File: config.mk
export PLATFORM = sky130hd
export DESIGN_NAME = swcb_div_cell
export DESIGN_NICKNAME = d
export VERILOG_FILES = /design/src/hw/rtl/swcb_pkg.sv /design/src/hw/rtl/swcb_div_cell.sv
export SDC_FILE = /design/constraint.sdc
export NUM_CORES = 1
export LEC_CHECK = 0
export CORE_AREA = 8 8 249 251
export DETAILED_ROUTE_END_ITERATION = 7
export DIE_AREA = 0 0 257 259
export DONT_BUFFER_PORTS = 1
export PLACE_DENSITY_LB_ADDON = 0.12
export SLEW_MARGIN = 10
export SYNTH_ARGS = -nofsm -noshare
export SYNTH_HDL_FRONTEND = slang
export SYNTH_SLANG_ARGS = --single-unit
File: constraint.sdc
create_clock -name clk -period 0.8 [get_ports clk]
set_input_delay 0.08 -clock clk [delete_from_list [all_inputs] [get_ports clk]]
set_output_delay 0.08 -clock clk [all_outputs]
set_load 0.02 [all_outputs]
File: src/hw/rtl/swcb_pkg.sv
// ----------------------------------------------------------------------------
// swcb_pkg
// shared constants, lane types and saturation helper
// ----------------------------------------------------------------------------
package swcb_pkg;

    localparam int FRAC_BITS = 16;
    // one quotient bit per cell, the top bit is done in the front end
    localparam int NCELL     = 2 * FRAC_BITS;
    localparam int QW        = 2 * FRAC_BITS + 1;
    localparam int TW        = 17;

    localparam logic signed [31:0] S32_MAX = 32'sh7fff_ffff;
    localparam logic signed [31:0] S32_MIN = 32'sh8000_0000;
    localparam logic signed [31:0] ONE     = 32'sd1 <<< FRAC_BITS;

    // per-axis data moving down the divider chain
    typedef struct packed {
        logic signed [31:0] off_lo;
        logic signed [31:0] off_hi;
        logic               zero;
        logic               zrej;
        logic               neg;
        logic [31:0]        dvs;
        logic [31:0]        rem;
        logic [QW-1:0]      quo;
    } lane_t;

    typedef struct packed {
        lane_t x;
        lane_t y;
        logic  in_box;
    } stage_t;

    function automatic logic signed [31:0] sat32(input logic signed [63:0] v);
        logic signed [31:0] r;
        if (v > 64'(S32_MAX))
            r = S32_MAX;
        else if (v < 64'(S32_MIN))
            r = S32_MIN;
        else
            r = v[31:0];
        return r;
    endfunction

endpackage

File: src/hw/rtl/swcb_div_cell.sv
// ----------------------------------------------------------------------------
// swcb_div_cell
// one restoring-division step per lane, registered, for the reciprocal chain
// ----------------------------------------------------------------------------
module swcb_div_cell
    import swcb_pkg::*;
(
    input  logic   clk,
    input  logic   rst_n,
    input  logic   adv,
    input  logic   valid_in,
    input  stage_t stage_in,
    output logic   valid_out,
    output stage_t stage_out
);

    logic   valid_reg;
    stage_t stage_reg;
    stage_t stage_next;

    function automatic lane_t step(input lane_t l);
        lane_t       o;
        logic [32:0] r2;
        o  = l;
        r2 = {l.rem, 1'b0};
        if (r2 >= {1'b0, l.dvs})
        begin
            o.rem = 32'(r2 - {1'b0, l.dvs});
            o.quo = {l.quo[QW-2:0], 1'b1};
        end
        else
        begin
            o.rem = r2[31:0];
            o.quo = {l.quo[QW-2:0], 1'b0};
        end
        return o;
    endfunction

    // next quotient bit on both axes
    always_comb
    begin
        stage_next   = stage_in;
        stage_next.x = step(stage_in.x);
        stage_next.y = step(stage_in.y);
    end

    always_ff @(posedge clk or negedge rst_n)
    begin
        if (!rst_n)
            valid_reg <= 1'b0;
        else if (adv)
            valid_reg <= valid_in;
    end

    always_ff @(posedge clk)
    begin
        if (adv)
            stage_reg <= stage_next;
    end

    assign valid_out = valid_reg;
    assign stage_out = stage_reg;

endmodule

==> qor.yml <==
outcome: "finished with violations"
failed_checks: "negative hold slack, negative setup slack"
clk_path_buf_depth: 3
maxCapViolCount: 0
critPathKind: "in2reg"
wl_um: 60200
synth_edf_count: 329
area_growth_syn_to_layout_pct: 62.2
drt_iter0_drc: 599
final_common_cell: "edfxtp_1"
track_usage: 0.171
crit_required_ns: 1.11
synth_fp_nets: 1425
synth_seq_cells: 330
die_w_um: 257
ir_drop_uv: 2000
clk_pin_slew_ns: 0.06
row_count: 89
cts_tree: "yes"
placed_area_um2: 17900
finalClockSkew_ns: 0
grt_pass1_wl_um: 84400
hp-class: "in2reg"
cp.arrival_ns: 2.20
drtPass1Iterations: 4
antenna_found_initial: 7
clk_latency_ns: 0.55
setup_slack_ns: -1.09
dieArea_um2: 66600
drcViolationCount: 0
pin_count: 663
setup_viol: 458
hold_viol: 107
start_util: 0.246
slew_viol_final: 0
start_kind: "input pin"
die_y_um: 259
hpwl_um: 45400
syn_area_per_cell_um2: 14.0
max_freq_mhz: 530
gp_congestion: 0.805
cts_root_buffer: "clkbuf_16"
n_fill_cell: 5553
antenna_left: 0
netlist_area_um2: 14300
rsz0062_at_grt: "true"
coreArea_um2: 58200
slew_headroom: 0.0835
pre_cts_slack_ns: -1.75
ys_types: 74
postSynthCellCount: 1026
power_density_nw_per_um2: 2190
worst-path-max-fanout: 6
layout_common_cells: "edfxtp_1 (329), dlygate4sd3_1 (321), buf_4 (226)"
cts.sink_count: 330
port_buffers: 0
vias: 10800
final_area_um2: 23300
seq_area_frac_synth: 0.691
cts_htree_levels: 2
worstMarginPinSlew_ns: 1.37
layout-drive-gt1-share: 0.311
timing.final.crit_share: 2.36
grt_pass1_vias: 11400
synth_ff_type: "edfxtp_1"
fin_total_pwr_w: 0.0510
grt.overflow.total: 0
cts_buffers: 39
power.leakage_nw: 8.96
cp-end-kind: "flop"
min_period_ns: 1.89
wire_per_inst_um: 24.7
synthArstFlopShare: 0.00303
hold_slack_ns: -0.383
yosys_warnings: 0
fin_nets: 2028
grt_max_degree: 331
vias_per_cell: 4.44
-- logic make-up (layout without fill, tap and decap cells) --
| kind of cell | count (synthesis) | in the layout | share of synthesized area |
|---|---|---|---|
| XOR/XNOR | 47 | 47 | 0.0287 |
| AO/OA/AOI/OAI | 260 | 260 | 0.119 |
| flip-flops | 330 | 330 | 0.691 |
| multiplexers | 3 | 3 | 0.00227 |
| other | 0 | 5 | 0 |
| buffers and inverters | 106 | 740 | 0.0291 |
| adder cells (fa/ha/maj) | 66 | 66 | 0.0586 |
| AND/OR/NAND/NOR | 214 | 214 | 0.0713 |
-- cell type report --
| class | count | area [µm²] | area share |
|---|---|---|---|
| Inverter | 82 | 413 | 0.0178 |
| Clock inverter | 24 | 231 | 0.00995 |
| Timing Repair inverter | 1 | 8.76 | 0.000377 |
| Sequential cell | 330 | 9910 | 0.426 |
| Multi-Input combinational cell | 590 | 5140 | 0.221 |
| Tap cell | 773 | 967 | 0.0416 |
| Timing Repair Buffer | 585 | 5540 | 0.238 |
| Clock buffer | 48 | 1030 | 0.0443 |
| Antenna cell | 5 | 12.5 | 0.000538 |
-- timing repair --
action                     4_1_cts  5_1_grt
setup endpoints to repair      396      396
hold endpoints to repair       658      341
pin swaps                       37       19
buffers inserted                14        9
hold buffers                   319        2
cloned                           3        0
resized for setup              113       36
-- power by group --
group	total, W	internal, W	switching (W)
logic	0.00901	0.00494	0.00407
registers	0.0242	0.0212	0.00305
clock network	0.0177	0.0103	0.00749
total	0.0510	0.0364	0.0146
-- synthesized netlist by cell type, types with 3 or more instances --
master | n | share of area
a2111oi_0 | 3 | 0.0018
a211oi_1 | 10 | 0.0052
a21boi_0 | 4 | 0.0021
a21o_1 | 29 | 0.015
a21oi_1 | 97 | 0.034
a31oi_1 | 5 | 0.0022
and2_1 | 5 | 0.0022
and3_1 | 9 | 0.0039
and4_1 | 6 | 0.0037
buf_2 | 11 | 0.0038
clkbuf_1 | 11 | 0.0029
edfxtp_1 | 329 | 0.69
ha_1 | 64 | 0.056
inv_1 | 80 | 0.021
nand2_1 | 57 | 0.015
nand2b_1 | 7 | 0.0031
nand3_1 | 14 | 0.0049
nand4_1 | 9 | 0.0039
nor2_1 | 78 | 0.020
nor2b_1 | 8 | 0.0035
nor3_1 | 7 | 0.0024
nor4_1 | 3 | 0.0013
o2111ai_1 | 4 | 0.0024
o211ai_1 | 6 | 0.0031
o21a_1 | 6 | 0.0031
o21ai_0 | 38 | 0.013
o21bai_1 | 13 | 0.0068
o31a_1 | 4 | 0.0024
o31ai_1 | 7 | 0.0037
xnor2_1 | 26 | 0.016
xor2_1 | 21 | 0.013
-- per-stage QoR --
step                utilization  std cells  setup TNS (ns)
global placement          0.307       2016         -105.32
global route              0.399       2437         -189.98
detailed placement        0.307       2016         -106.60
finish                    0.399       2438         -171.37
floorplan                     -       1026          -84.22
CTS                       0.395       2424         -182.83
-- routing by layer --
| metal | track usage | share of wire |
|---|---|---|
| met1 | 0.196 | 0.39 |
| met2 | 0.302 | 0.51 |
| met3 | 0.0545 | 0.072 |
| met4 | 0.0500 | 0.029 |
| met5 | 0 | 0.00045 |
-- sequential cells by signal (all words and copies together), names as in the netlist --
name	flops
stage_out	329
valid_out	1
-- final timing paths --
check                                      start                  endpoint  slack (ns)  cells past startpoint
setup / recovery                   stage_in[260]  stage_out[226]$_DFFE_PP_       -1.09                     11
hold / removal                     stage_in[231]  stage_out[231]$_DFFE_PP_       -0.38                      0
setup reg to reg           valid_out$_DFFE_PN0P_     valid_out$_DFFE_PN0P_        0.02                      1
hold reg to reg            valid_out$_DFFE_PN0P_     valid_out$_DFFE_PN0P_        0.53                      1
max in group asynchronous                  rst_n     valid_out$_DFFE_PN0P_        0.41                      2
min in group asynchronous                  rst_n     valid_out$_DFFE_PN0P_        0.27                      2
-- critical path: stages --
cell      delay [ns]
inv_12          0.01
ha_4            0.25
inv_2           0.03
or4_4           0.54
nor4bb_4        0.30
a311o_1         0.22
a21oi_2         0.04
o31a_4          0.15
buf_12          0.15
a2111o_1        0.29
o221a_2         0.12
Note: power is estimated with default switching activity, not from simulation.
