## config.mk

```make
export PLATFORM = sky130hd
export DESIGN_NAME = swcb_front
export DESIGN_NICKNAME = d
export VERILOG_FILES = /design/src/hw/rtl/swcb_pkg.sv /design/src/hw/rtl/swcb_front.sv
export SDC_FILE = /design/constraint.sdc
export NUM_CORES = 1
export LEC_CHECK = 0
export ABC_AREA = 1
export BUFFER_PORTS_ARGS = -buffer_cell sky130_fd_sc_hd__buf_2
export CAP_MARGIN = 10
export CELL_PAD_IN_SITES_DETAIL_PLACEMENT = 1
export CELL_PAD_IN_SITES_GLOBAL_PLACEMENT = 1
export CORE_ASPECT_RATIO = 1.4
export CORE_UTILIZATION = 35
export CTS_BUF_LIST = sky130_fd_sc_hd__clkbuf_8
export DETAILED_ROUTE_END_ITERATION = 8
export PLACE_DENSITY_LB_ADDON = 0.1
export SETUP_SLACK_MARGIN = 0.4
export SLEW_MARGIN = 5
export SYNTH_ARGS = -nofsm -noshare
export SYNTH_HDL_FRONTEND = slang
export SYNTH_SLANG_ARGS = --single-unit
```

## constraint.sdc

```tcl
create_clock -name clk -period 5.06 [get_ports clk]
set_input_delay 0.253 -clock clk [delete_from_list [all_inputs] [get_ports clk]]
set_output_delay 0.253 -clock clk [all_outputs]
set_load 0.02 [all_outputs]
```

## src/hw/rtl/swcb_pkg.sv

```systemverilog
// ----------------------------------------------------------------------------
// swcb_pkg
// shared constants, lane types and saturation helper
// ----------------------------------------------------------------------------
package swcb_pkg;

    localparam int FRAC_BITS = 16;
    // one quotient bit per cell, the top bit is done in the front end
    localparam int NCELL     = 2 * FRAC_BITS;
    localparam int QW        = 2 * FRAC_BITS + 1;
    localparam int TW        = 17;

    localparam logic signed [31:0] S32_MAX = 32'sh7fff_ffff;
    localparam logic signed [31:0] S32_MIN = 32'sh8000_0000;
    localparam logic signed [31:0] ONE     = 32'sd1 <<< FRAC_BITS;

    // per-axis data moving down the divider chain
    typedef struct packed {
        logic signed [31:0] off_lo;
        logic signed [31:0] off_hi;
        logic               zero;
        logic               zrej;
        logic               neg;
        logic [31:0]        dvs;
        logic [31:0]        rem;
        logic [QW-1:0]      quo;
    } lane_t;

    typedef struct packed {
        lane_t x;
        lane_t y;
        logic  in_box;
    } stage_t;

    function automatic logic signed [31:0] sat32(input logic signed [63:0] v);
        logic signed [31:0] r;
        if (v > 64'(S32_MAX))
            r = S32_MAX;
        else if (v < 64'(S32_MIN))
            r = S32_MIN;
        else
            r = v[31:0];
        return r;
    endfunction

endpackage

```

## src/hw/rtl/swcb_front.sv

```systemverilog
// ----------------------------------------------------------------------------
// swcb_front
// grows the box, forms motion and edge offsets, seeds the divider chain
// ----------------------------------------------------------------------------
module swcb_front
    import swcb_pkg::*;
(
    input  logic   clk,
    input  logic   rst_n,
    input  logic   adv,
    input  logic   valid_in,
    input  logic [31:0] start_x,
    input  logic [31:0] start_y,
    input  logic [31:0] end_x,
    input  logic [31:0] end_y,
    input  logic [30:0] circle_radius,
    input  logic [31:0] box_left,
    input  logic [31:0] box_top,
    input  logic [14:0] box_width,
    input  logic [14:0] box_height,
    output logic   valid_out,
    output stage_t stage_out
);

    typedef struct packed {
        logic signed [31:0] sx;
        logic signed [31:0] sy;
        logic signed [31:0] dx;
        logic signed [31:0] dy;
        logic signed [31:0] xmin;
        logic signed [31:0] xmax;
        logic signed [31:0] ymin;
        logic signed [31:0] ymax;
    } geo_t;

    logic   v1_reg;
    logic   v2_reg;
    geo_t   geo_reg;
    geo_t   geo_next;
    stage_t stage_reg;
    stage_t stage_next;

    // grown edges and motion, exact then clamped
    always_comb
    begin
        logic signed [63:0] r64;
        r64           = 64'(signed'({1'b0, circle_radius}));
        geo_next.sx   = signed'(start_x);
        geo_next.sy   = signed'(start_y);
        geo_next.dx   = sat32(64'(signed'(end_x)) - 64'(signed'(start_x)));
        geo_next.dy   = sat32(64'(signed'(end_y)) - 64'(signed'(start_y)));
        geo_next.xmin = sat32(64'(signed'(box_left)) - r64);
        geo_next.ymin = sat32(64'(signed'(box_top)) - r64);
        geo_next.xmax = sat32(64'(signed'(box_left)) + r64
                              + (64'(signed'({1'b0, box_width})) <<< FRAC_BITS));
        geo_next.ymax = sat32(64'(signed'(box_top)) + r64
                              + (64'(signed'({1'b0, box_height})) <<< FRAC_BITS));
    end

    function automatic lane_t seed(input logic signed [31:0] p0,
                                   input logic signed [31:0] d,
                                   input logic signed [31:0] lo,
                                   input logic signed [31:0] hi);
        lane_t l;
        l.off_lo = sat32(64'(lo) - 64'(p0));
        l.off_hi = sat32(64'(hi) - 64'(p0));
        l.zero   = (d == 32'sd0);
        l.zrej   = l.zero && (p0 < lo || p0 > hi);
        l.neg    = d[31];
        l.dvs    = d[31] ? 32'(-d) : 32'(d);
        // top quotient bit: the dividend is a single one bit
        l.rem    = (l.dvs == 32'd1) ? 32'd0 : 32'd1;
        l.quo    = QW'(l.dvs == 32'd1);
        return l;
    endfunction

    // slab offsets, start-in-box test and first division step
    always_comb
    begin
        stage_next.x      = seed(geo_reg.sx, geo_reg.dx, geo_reg.xmin, geo_reg.xmax);
        stage_next.y      = seed(geo_reg.sy, geo_reg.dy, geo_reg.ymin, geo_reg.ymax);
        stage_next.in_box = geo_reg.sx >= geo_reg.xmin && geo_reg.sx <= geo_reg.xmax
                         && geo_reg.sy >= geo_reg.ymin && geo_reg.sy <= geo_reg.ymax;
    end

    always_ff @(posedge clk or negedge rst_n)
    begin
        if (!rst_n)
        begin
            v1_reg <= 1'b0;
            v2_reg <= 1'b0;
        end
        else if (adv)
        begin
            v1_reg <= valid_in;
            v2_reg <= v1_reg;
        end
    end

    always_ff @(posedge clk)
    begin
        if (adv)
        begin
            geo_reg   <= geo_next;
            stage_reg <= stage_next;
        end
    end

    assign valid_out = v2_reg;
    assign stage_out = stage_reg;

endmodule

```

==> results.json, run 1 <==
{
  "status": "finished clean",
  "worstPathArrival_ns": 4.34,
  "insertion_delay_ns": 0.81,
  "route.detailed.drc": 0,
  "worstMarginPinSlew_ns": 1.09,
  "reported_max_cap_violation_count": 0,
  "vdd.ir_drop.worst_mv": 0.211,
  "die_width_um": 308,
  "hold-worst-slack_ns": 0.0777,
  "grt_antenna_before_repair": 19,
  "wire_length_of_the_first_global_routing_pass_um": 288000,
  "cts_max_level": 3,
  "stdcell_area_sq_mm": 0.0522,
  "ys_top_cells_by_area": "sky130_fd_sc_hd__edfxtp_1, sky130_fd_sc_hd__nand2_1, sky130_fd_sc_hd__inv_1, sky130_fd_sc_hd__ha_1, sky130_fd_sc_hd__nor2_1",
  "gpl.final_weighted_congestion": 0.974,
  "flow.area_growth_from_synthesis_pct": 13.5,
  "share_of_post_route_cells_with_drive_strength_above_1_pct": 8.82,
  "grt_start_max_net_pins": 126,
  "yosysTopAreaCell": "sky130_fd_sc_hd__edfxtp_1",
  "drt_wl_total_um": 195000,
  "groute.usage.overall_pct": 29.0,
  "fin_skew_ns": 0.0505,
  "synthArstFlopShare_pct": 0.434,
  "power_density_mw_per_mm2": 390,
  "drt-vias-per-instance": 4.90,
  "final-hold-violation-count": 0,
  "design.portCount": 587,
  "crit_path_end_kind": "flip-flop",
  "floorplan.die.height_um": 431,
  "ctsResizeCount": 0,
  "finished_core_util_pct": 40.0,
  "synth_ff_type": "sky130_fd_sc_hd__edfxtp_1",
  "stdcell_count": 9440,
  "worstPathMaxFanout": 31,
  "drt.antenna.violating_nets": 0,
  "timing_max_transition_violations_final": 0,
  "fin_crit_sh_pct": 73.7,
  "place_inst": 9213,
  "setup_repair_after_global_routing_missed_its_margin": "no",
  "timing_worst_setup_path_type": "reg2reg",
  "period_needed_ns": 3.73,
  "place_area_sq_mm": 0.0498,
  "ys.warnings.count": 0,
  "post-synth-top-area-fraction_pct": 30.0,
  "report.final.setup_viol": 0,
  "max_freq_ghz": 0.268,
  "overflow": 0,
  "synth-edff-count": 459,
  "post_synth_inst_count": 7055,
  "rows": 157,
  "detailedPlacementHpwl_um": 172000,
  "yosysMostFrequentCell": "sky130_fd_sc_hd__nand2_1",
  "number_of_global_route_vias_before_repair": 47300,
  "cts_tree": "done",
  "synth.ff_latch_count": 461,
  "final.setup.tns_ns": 0,
  "multi_input_area_sq_mm": 0.0267,
  "dr.pass1.iters": 5,
  "start_kind": "flip-flop",
  "post_synth_instance_area_sq_mm": 0.0460,
  "synthTopCellsByCount": "sky130_fd_sc_hd__nand2_1, sky130_fd_sc_hd__inv_1, sky130_fd_sc_hd__nor2_1",
  "initial_core_util_pct": 35.2,
  "num-nets-final": 8273,
  "number_of_cts_inserted_buffers": 80,
  "cts_buffer_depth": 3,
  "timing.hold.worst.class": "in2reg",
  "place.port_buffers": 460,
  "slew-limit-headroom_pct": 27.2,
  "combined_flip_flop_and_latch_cell_area_sq_mm": 0.0138,
  "clock_sink_count": 461,
  "share_of_synthesized_area_occupied_by_flip_flops_and_latches_pct": 30.1,
  "fillerInstances": 17300,
  "core_area_sq_mm": 0.131,
  "design.die.area_sq_mm": 0.133,
  "avgRoutedWirePerCell_um": 20.6,
  "detailroute.via_count": 46300,
  "total_leakage_power_nw": 28.6,
  "drt-initial-drc-count": 2180,
  "yosys.cell_types.count": 55,
  "largest_register_ffs": 256,
  "syn_avg_cell_area_sq_um": 6.52,
  "path_clk_slew_ns": 0.07,
  "worst_ep_required_time_ns": 5.67,
  "ctsRootBufferMaster": "sky130_fd_sc_hd__clkbuf_8"
}
## worst max-delay path, cell delays in order, from the launching register on
cell and delay [ns]:
sky130_fd_sc_hd__edfxtp_1 0.36, sky130_fd_sc_hd__inv_1 0.18, sky130_fd_sc_hd__ha_1 0.18, sky130_fd_sc_hd__inv_1 0.07, sky130_fd_sc_hd__fa_1 0.44, sky130_fd_sc_hd__nand2_1 0.14
sky130_fd_sc_hd__nand3_1 0.11, sky130_fd_sc_hd__nand3_1 0.14, sky130_fd_sc_hd__nand2_1 0.14, sky130_fd_sc_hd__nand2_1 0.14, sky130_fd_sc_hd__nand2_1 0.14, sky130_fd_sc_hd__nand2_1 0.11
sky130_fd_sc_hd__nand3_1 0.08, sky130_fd_sc_hd__nand2_1 0.12, sky130_fd_sc_hd__nand3_1 0.07, sky130_fd_sc_hd__nor2_1 0.16, sky130_fd_sc_hd__nand3_1 0.11, sky130_fd_sc_hd__nand2_1 0.08
sky130_fd_sc_hd__nand3_2 0.50, sky130_fd_sc_hd__nand2_1 0.26
## metal layers
layer | routed length (um) | vias to the layer above | global-route usage, % | part of all wire, %
met1 | 81900 | 21900 | 34.6 | 42
met4 | 8110 | 18 | 12.0 | 4.2
li1 | - | 23100 | - | -
met3 | 6900 | 270 | 2.80 | 3.5
met2 | 97900 | 980 | 52.4 | 50
met5 | 128 | - | 0 | 0.066
## per-stage QoR
step                total power [mW]  setup slack (ns)
floorplan                       12.9              2.19
global placement                16.5              1.12
detailed placement              16.7              1.02
CTS                             20.5              1.34
global route                    21.8             0.934
finish                          20.3              1.33
## cells by family (layout without fill, tap and decap cells)
group / after synthesis / count (layout) / synth area share, %
buffers and inverters: 1416 / 1922 / 12.9
adder cells (fa/ha/maj): 396 / 396 / 11.4
AO/OA/AOI/OAI: 464 / 464 / 5.49
other: 1 / 131 / 0.00815
flip-flops: 461 / 461 / 30.1
XOR/XNOR: 156 / 156 / 3.02
AND/OR/NAND/NOR: 4161 / 4161 / 37.1
## worst paths after layout
path                               from        endpoint  slack [ns]  cells after the start
max                          geo_reg[0]  stage_out[109]        1.33                     19
min                         box_left[0]     geo_reg[65]        0.08                      5
max reg2reg                  geo_reg[0]  stage_out[109]        1.33                     19
min reg2reg                geo_reg[160]  stage_out[230]        0.45                      0
max in group asynchronous         rst_n          v1_reg        4.63                      3
min in group asynchronous         rst_n       valid_out        0.31                      3
## cell usage in the layout (no fill, tap or decap), types with 7 or more instances in the layout
| cell type | netlist | layout |
|---|---|---|
| sky130_fd_sc_hd__nand2_1 | 2724 | 2724 |
| sky130_fd_sc_hd__inv_1 | 1217 | 1239 |
| sky130_fd_sc_hd__nor2_1 | 654 | 654 |
| sky130_fd_sc_hd__nand3_1 | 470 | 470 |
| sky130_fd_sc_hd__edfxtp_1 | 459 | 459 |
| sky130_fd_sc_hd__buf_2 | 35 | 459 |
| sky130_fd_sc_hd__ha_1 | 356 | 356 |
| sky130_fd_sc_hd__a21oi_1 | 282 | 282 |
| sky130_fd_sc_hd__conb_1 | 1 | 126 |
| sky130_fd_sc_hd__xor2_1 | 124 | 124 |
| sky130_fd_sc_hd__o21ai_0 | 103 | 103 |
| sky130_fd_sc_hd__nand4_1 | 95 | 95 |
| sky130_fd_sc_hd__clkbuf_8 | 0 | 82 |
| sky130_fd_sc_hd__dlygate4sd3_1 | 0 | 74 |
| sky130_fd_sc_hd__nor3_1 | 64 | 64 |
| sky130_fd_sc_hd__nand3b_1 | 51 | 51 |
| sky130_fd_sc_hd__fa_1 | 40 | 40 |
| sky130_fd_sc_hd__xnor2_1 | 29 | 29 |
| sky130_fd_sc_hd__nor4_1 | 23 | 23 |
| sky130_fd_sc_hd__nand2_2 | 22 | 22 |
| sky130_fd_sc_hd__o21bai_1 | 21 | 21 |
| sky130_fd_sc_hd__or2_2 | 20 | 20 |
| sky130_fd_sc_hd__clkinv_2 | 0 | 15 |
| sky130_fd_sc_hd__buf_4 | 132 | 14 |
| sky130_fd_sc_hd__a21o_1 | 13 | 13 |
| sky130_fd_sc_hd__a31oi_1 | 10 | 10 |
| sky130_fd_sc_hd__clkinv_1 | 0 | 10 |
| sky130_fd_sc_hd__and2_1 | 9 | 9 |
| sky130_fd_sc_hd__bufinv_16 | 0 | 9 |
| sky130_fd_sc_hd__nor2_2 | 8 | 8 |
| sky130_fd_sc_hd__inv_2 | 7 | 7 |
## area by class of cell
cell class / count / area share (%)
inverter: 1224 / 8.80
clock buffer: 82 / 2.16
timing repair buffer: 550 / 6.13
clock inverter: 66 / 1.06
multi-input combinational: 5303 / 51.1
antenna: 5 / 0.0240
sequential: 461 / 26.5
tap: 1749 / 4.19
## power by group
part           internal, mW  switching, mW
Clock                  2.00           1.74
Combinational          3.07           7.31
Sequential             5.56          0.666
Total                  10.6           9.72
## what timing repair did
action | in CTS | in global routing
setup buffers | 0 | 0
setup endpoints to repair | 0 | 0
hold buffers | 74 | 0
hold endpoints to repair | 84 | 0
No activity file was read; power rests on OpenSTA's default activity.
==> inputs of run 2 (changes only) <==
- ABC_AREA: 1 -> 0
- clock period: 5.06 -> 3.3 ns (I/O delays scaled with it)
==> run 2 against run 1 <==
Net effect: the flow now finishes with violations (negative setup slack); flip-flop and latch count stayed put; global-route usage fell by 1.4 points; critical path depth down 10; total power increased by 64%; maximum frequency is 8.3% lower; count of clock-buffer cells in the layout decreased by 5; area after synthesis is 22% lower; non-clock buffer count increased by 912; combinational power is 83% higher; worst hold slack worse by 0.043 ns; highest routed layer unchanged.
==> results.json, run 2 <==
{
  "status": "finished with violations",
  "violations": "negative setup slack",
  "groute.usage.overall_pct": 27.6,
  "number_of_global_route_vias_before_repair": 35700,
  "pwr-share-comb_pct": 56.8,
  "share_of_post_route_cells_with_drive_strength_above_1_pct": 38.6,
  "ys_top_cells_by_area": "sky130_fd_sc_hd__edfxtp_1, sky130_fd_sc_hd__ha_1, sky130_fd_sc_hd__xnor2_1, sky130_fd_sc_hd__o21ai_0, sky130_fd_sc_hd__a21oi_1",
  "gpl.final_weighted_congestion": 0.925,
  "path_clk_slew_ns": 0.07,
  "total_leakage_power_nw": 23.4,
  "cts_buffer_depth": 3,
  "power_report.internal_total_mw": 19.7,
  "drt-initial-drc-count": 1609,
  "yosys.cell_types.count": 89,
  "cts_max_level": 3,
  "ys.warnings.count": 0,
  "place.port_buffers": 460,
  "ctsRootBufferMaster": "sky130_fd_sc_hd__clkbuf_8",
  "timing.hold.worst.class": "in2reg",
  "worstPathArrival_ns": 4.54,
  "synth.ff_latch_count": 461,
  "final_critical_path_setup_slack_ns": -0.769,
  "insertion_delay_ns": 0.74,
  "switching_share_pct": 41.1,
  "layout_common_cells": "sky130_fd_sc_hd__buf_4, sky130_fd_sc_hd__edfxtp_1, sky130_fd_sc_hd__buf_2",
  "timing_max_transition_violations_final": 0,
  "period_needed_ns": 4.07,
  "worstPathMaxFanout": 5,
  "synth_ff_type": "sky130_fd_sc_hd__edfxtp_1",
  "crit_path_end_kind": "flip-flop",
  "final-hold-violation-count": 0,
  "post-synth-top-area-fraction_pct": 38.3,
  "yosysMostFrequentCell": "sky130_fd_sc_hd__edfxtp_1",
  "synthArstFlopShare_pct": 0.434,
  "fillerInstances": 11400,
  "grt_start_max_net_pins": 75,
  "clock_sink_count": 461,
  "setup_repair_after_global_routing_missed_its_margin": "yes",
  "num-nets-final": 5762,
  "final_common_cell": "sky130_fd_sc_hd__buf_4",
  "dr.pass1.iters": 6,
  "power_density_mw_per_mm2": 636,
  "design.portCount": 587,
  "rows": 138,
  "drt-vias-per-instance": 5.24,
  "worst_ep_required_time_ns": 3.77,
  "fin_crit_sh_pct": 123,
  "avgRoutedWirePerCell_um": 23.1,
  "synth-edff-count": 459,
  "die_width_um": 273,
  "place_worst_setup_slack_ns": -0.831,
  "yosysTopAreaCell": "sky130_fd_sc_hd__edfxtp_1",
  "initial_core_util_pct": 35.5,
  "number_of_cts_inserted_buffers": 77,
  "synthTopCellsByCount": "sky130_fd_sc_hd__edfxtp_1, sky130_fd_sc_hd__ha_1, sky130_fd_sc_hd__o21ai_0",
  "overflow": 0,
  "core_area_sq_mm": 0.101,
  "design.die.area_sq_mm": 0.104,
  "clkPwrFrac_pct": 15.3,
  "grt_antenna_before_repair": 12,
  "drt.antenna.violating_nets": 0,
  "switchingPower_mw": 13.8,
  "detailroute.via_count": 34100,
  "wire_length_of_the_first_global_routing_pass_um": 215000,
  "route.detailed.drc": 0,
  "cts_tree": "done",
  "seq_power_share_pct": 27.9,
  "share_of_synthesized_area_occupied_by_flip_flops_and_latches_pct": 38.5,
  "floorplan.die.height_um": 381,
  "detailedPlacementHpwl_um": 118000,
  "max_freq_ghz": 0.246,
  "final.setup.tns_ns": -19.15,
  "post_synth_inst_count": 3663,
  "slew-limit-headroom_pct": 48.1,
  "timing_worst_setup_path_type": "reg2reg",
  "reported_max_cap_violation_count": 0,
  "total_power_mw": 33.4,
  "post_synth_instance_area_sq_mm": 0.0359,
  "fin_skew_ns": 0.0647,
  "worstMarginPinSlew_ns": 0.770,
  "report.final.setup_viol": 120,
  "largest_register_ffs": 256,
  "start_kind": "flip-flop",
  "syn_avg_cell_area_sq_um": 9.81,
  "drt_wl_total_um": 150000,
  "flow.area_growth_from_synthesis_pct": 46.3,
  "vdd.ir_drop.worst_mv": 0.472
}
==> run 2: cell types whose count changed after synthesis, moves of 46 or more <==
cell / delta
sky130_fd_sc_hd__nand3b_1: -46
sky130_fd_sc_hd__nand4_1: -52
sky130_fd_sc_hd__o21a_1: +51
sky130_fd_sc_hd__nand2_1: -2545
sky130_fd_sc_hd__nand3_1: -408
sky130_fd_sc_hd__a21o_1: +152
sky130_fd_sc_hd__nor2_1: -486
sky130_fd_sc_hd__xnor2_1: +194
sky130_fd_sc_hd__inv_1: -926
sky130_fd_sc_hd__clkbuf_1: +83
sky130_fd_sc_hd__o21ai_0: +239
==> run 2: timing repair <==
item,4_1_cts,5_1_grt
endpoints found under the setup margin,211,305
hold buffers,85,3
hold endpoints to repair,129,3
cloned,24,14
setup buffers,83,45
pin swaps,114,111
gates resized for setup,285,236
==> run 2: power groups by stage <==
stage	sequential [mW]	clock, mW	combinational [mW]
3_3_place_gp	9.39	0	15.3
2_1_floorplan	10.1	0	8.15
5_1_grt	9.44	5.43	20.3
3_5_place_dp	9.41	0	15.5
4_1_cts	9.32	5.25	17.8
6_report	9.33	5.11	19.0
==> run 2: cell type report <==
class	count	area, sq um	area share [%]
flip-flops and latches	461	13800	26.3
inverters	291	1140	2.16
repair buffers	1462	11300	21.5
clock inverters	64	413	0.785
multi-input cells	2816	23200	44.0
diodes	4	10.0	0.0190
clock buffers	77	1060	2.02
well taps	1330	1660	3.16
==> run 2: cell families (layout without fill, tap and decap cells) <==
group | Yosys count | in the layout | synth area share [%]
AOI/OAI and AO/OA | 1196 | 1196 | 20.9
xor gates and xnor gates | 335 | 335 | 8.16
adders and majority gates | 422 | 422 | 15.3
buffers and inverters | 518 | 1894 | 6.75
DFF | 461 | 461 | 38.5
muxes | 7 | 8 | 0.209
other | 1 | 130 | 0.0104
and+or+nand+nor | 723 | 729 | 10.2
==> run 2: worst paths after layout <==
path	start	end	slack [ns]	cells after the start
worst min-delay path	end_y[16]	geo_reg[144]	0.04	4
worst max-delay path	geo_reg[168]	stage_out[198]	-0.77	9
min in group asynchronous	rst_n	v1_reg	0.28	3
worst min register to register	geo_reg[128]	stage_out[66]	0.50	0
max in group asynchronous	rst_n	valid_out	2.90	3
worst max register to register	geo_reg[168]	stage_out[198]	-0.77	9
==> run 2: through the flow <==
step | cells | utilization (%) | hold slack, ns | cell area, sq um
2_1_floorplan | 3788 | - | -0.131 | 37700
4_1_cts | 6441 | 50.1 | 0.000346 | 50800
5_1_grt | 6502 | 51.9 | 0.0489 | 52600
6_report | 6505 | 51.9 | 0.0351 | 52600
3_3_place_gp | 6108 | 45.4 | -0.0498 | 46100
3_5_place_dp | 6108 | 45.4 | -0.0478 | 46100
==> run 2: per-layer routing <==
layer / part of all wire [%] / GRT usage (%) / up-vias
met5: 0.0080 / 0 / -
li1: - / - / 16200
met2: 52 / 50.5 / 914
met3: 3.9 / 3.03 / 259
met4: 5.4 / 14.1 / 2
met1: 39 / 31.2 / 16700
==> run 2: worst max-delay path, stage by stage (launching register included) <==
cell                       delay (ns)
sky130_fd_sc_hd__edfxtp_1        0.40
sky130_fd_sc_hd__or4_4           0.57
sky130_fd_sc_hd__or3_4           0.35
sky130_fd_sc_hd__or3_4           0.34
sky130_fd_sc_hd__or3_4           0.37
sky130_fd_sc_hd__or4_4           0.49
sky130_fd_sc_hd__o41ai_4         0.31
sky130_fd_sc_hd__xnor2_2         0.13
sky130_fd_sc_hd__or4_4           0.44
sky130_fd_sc_hd__or4_1           0.40
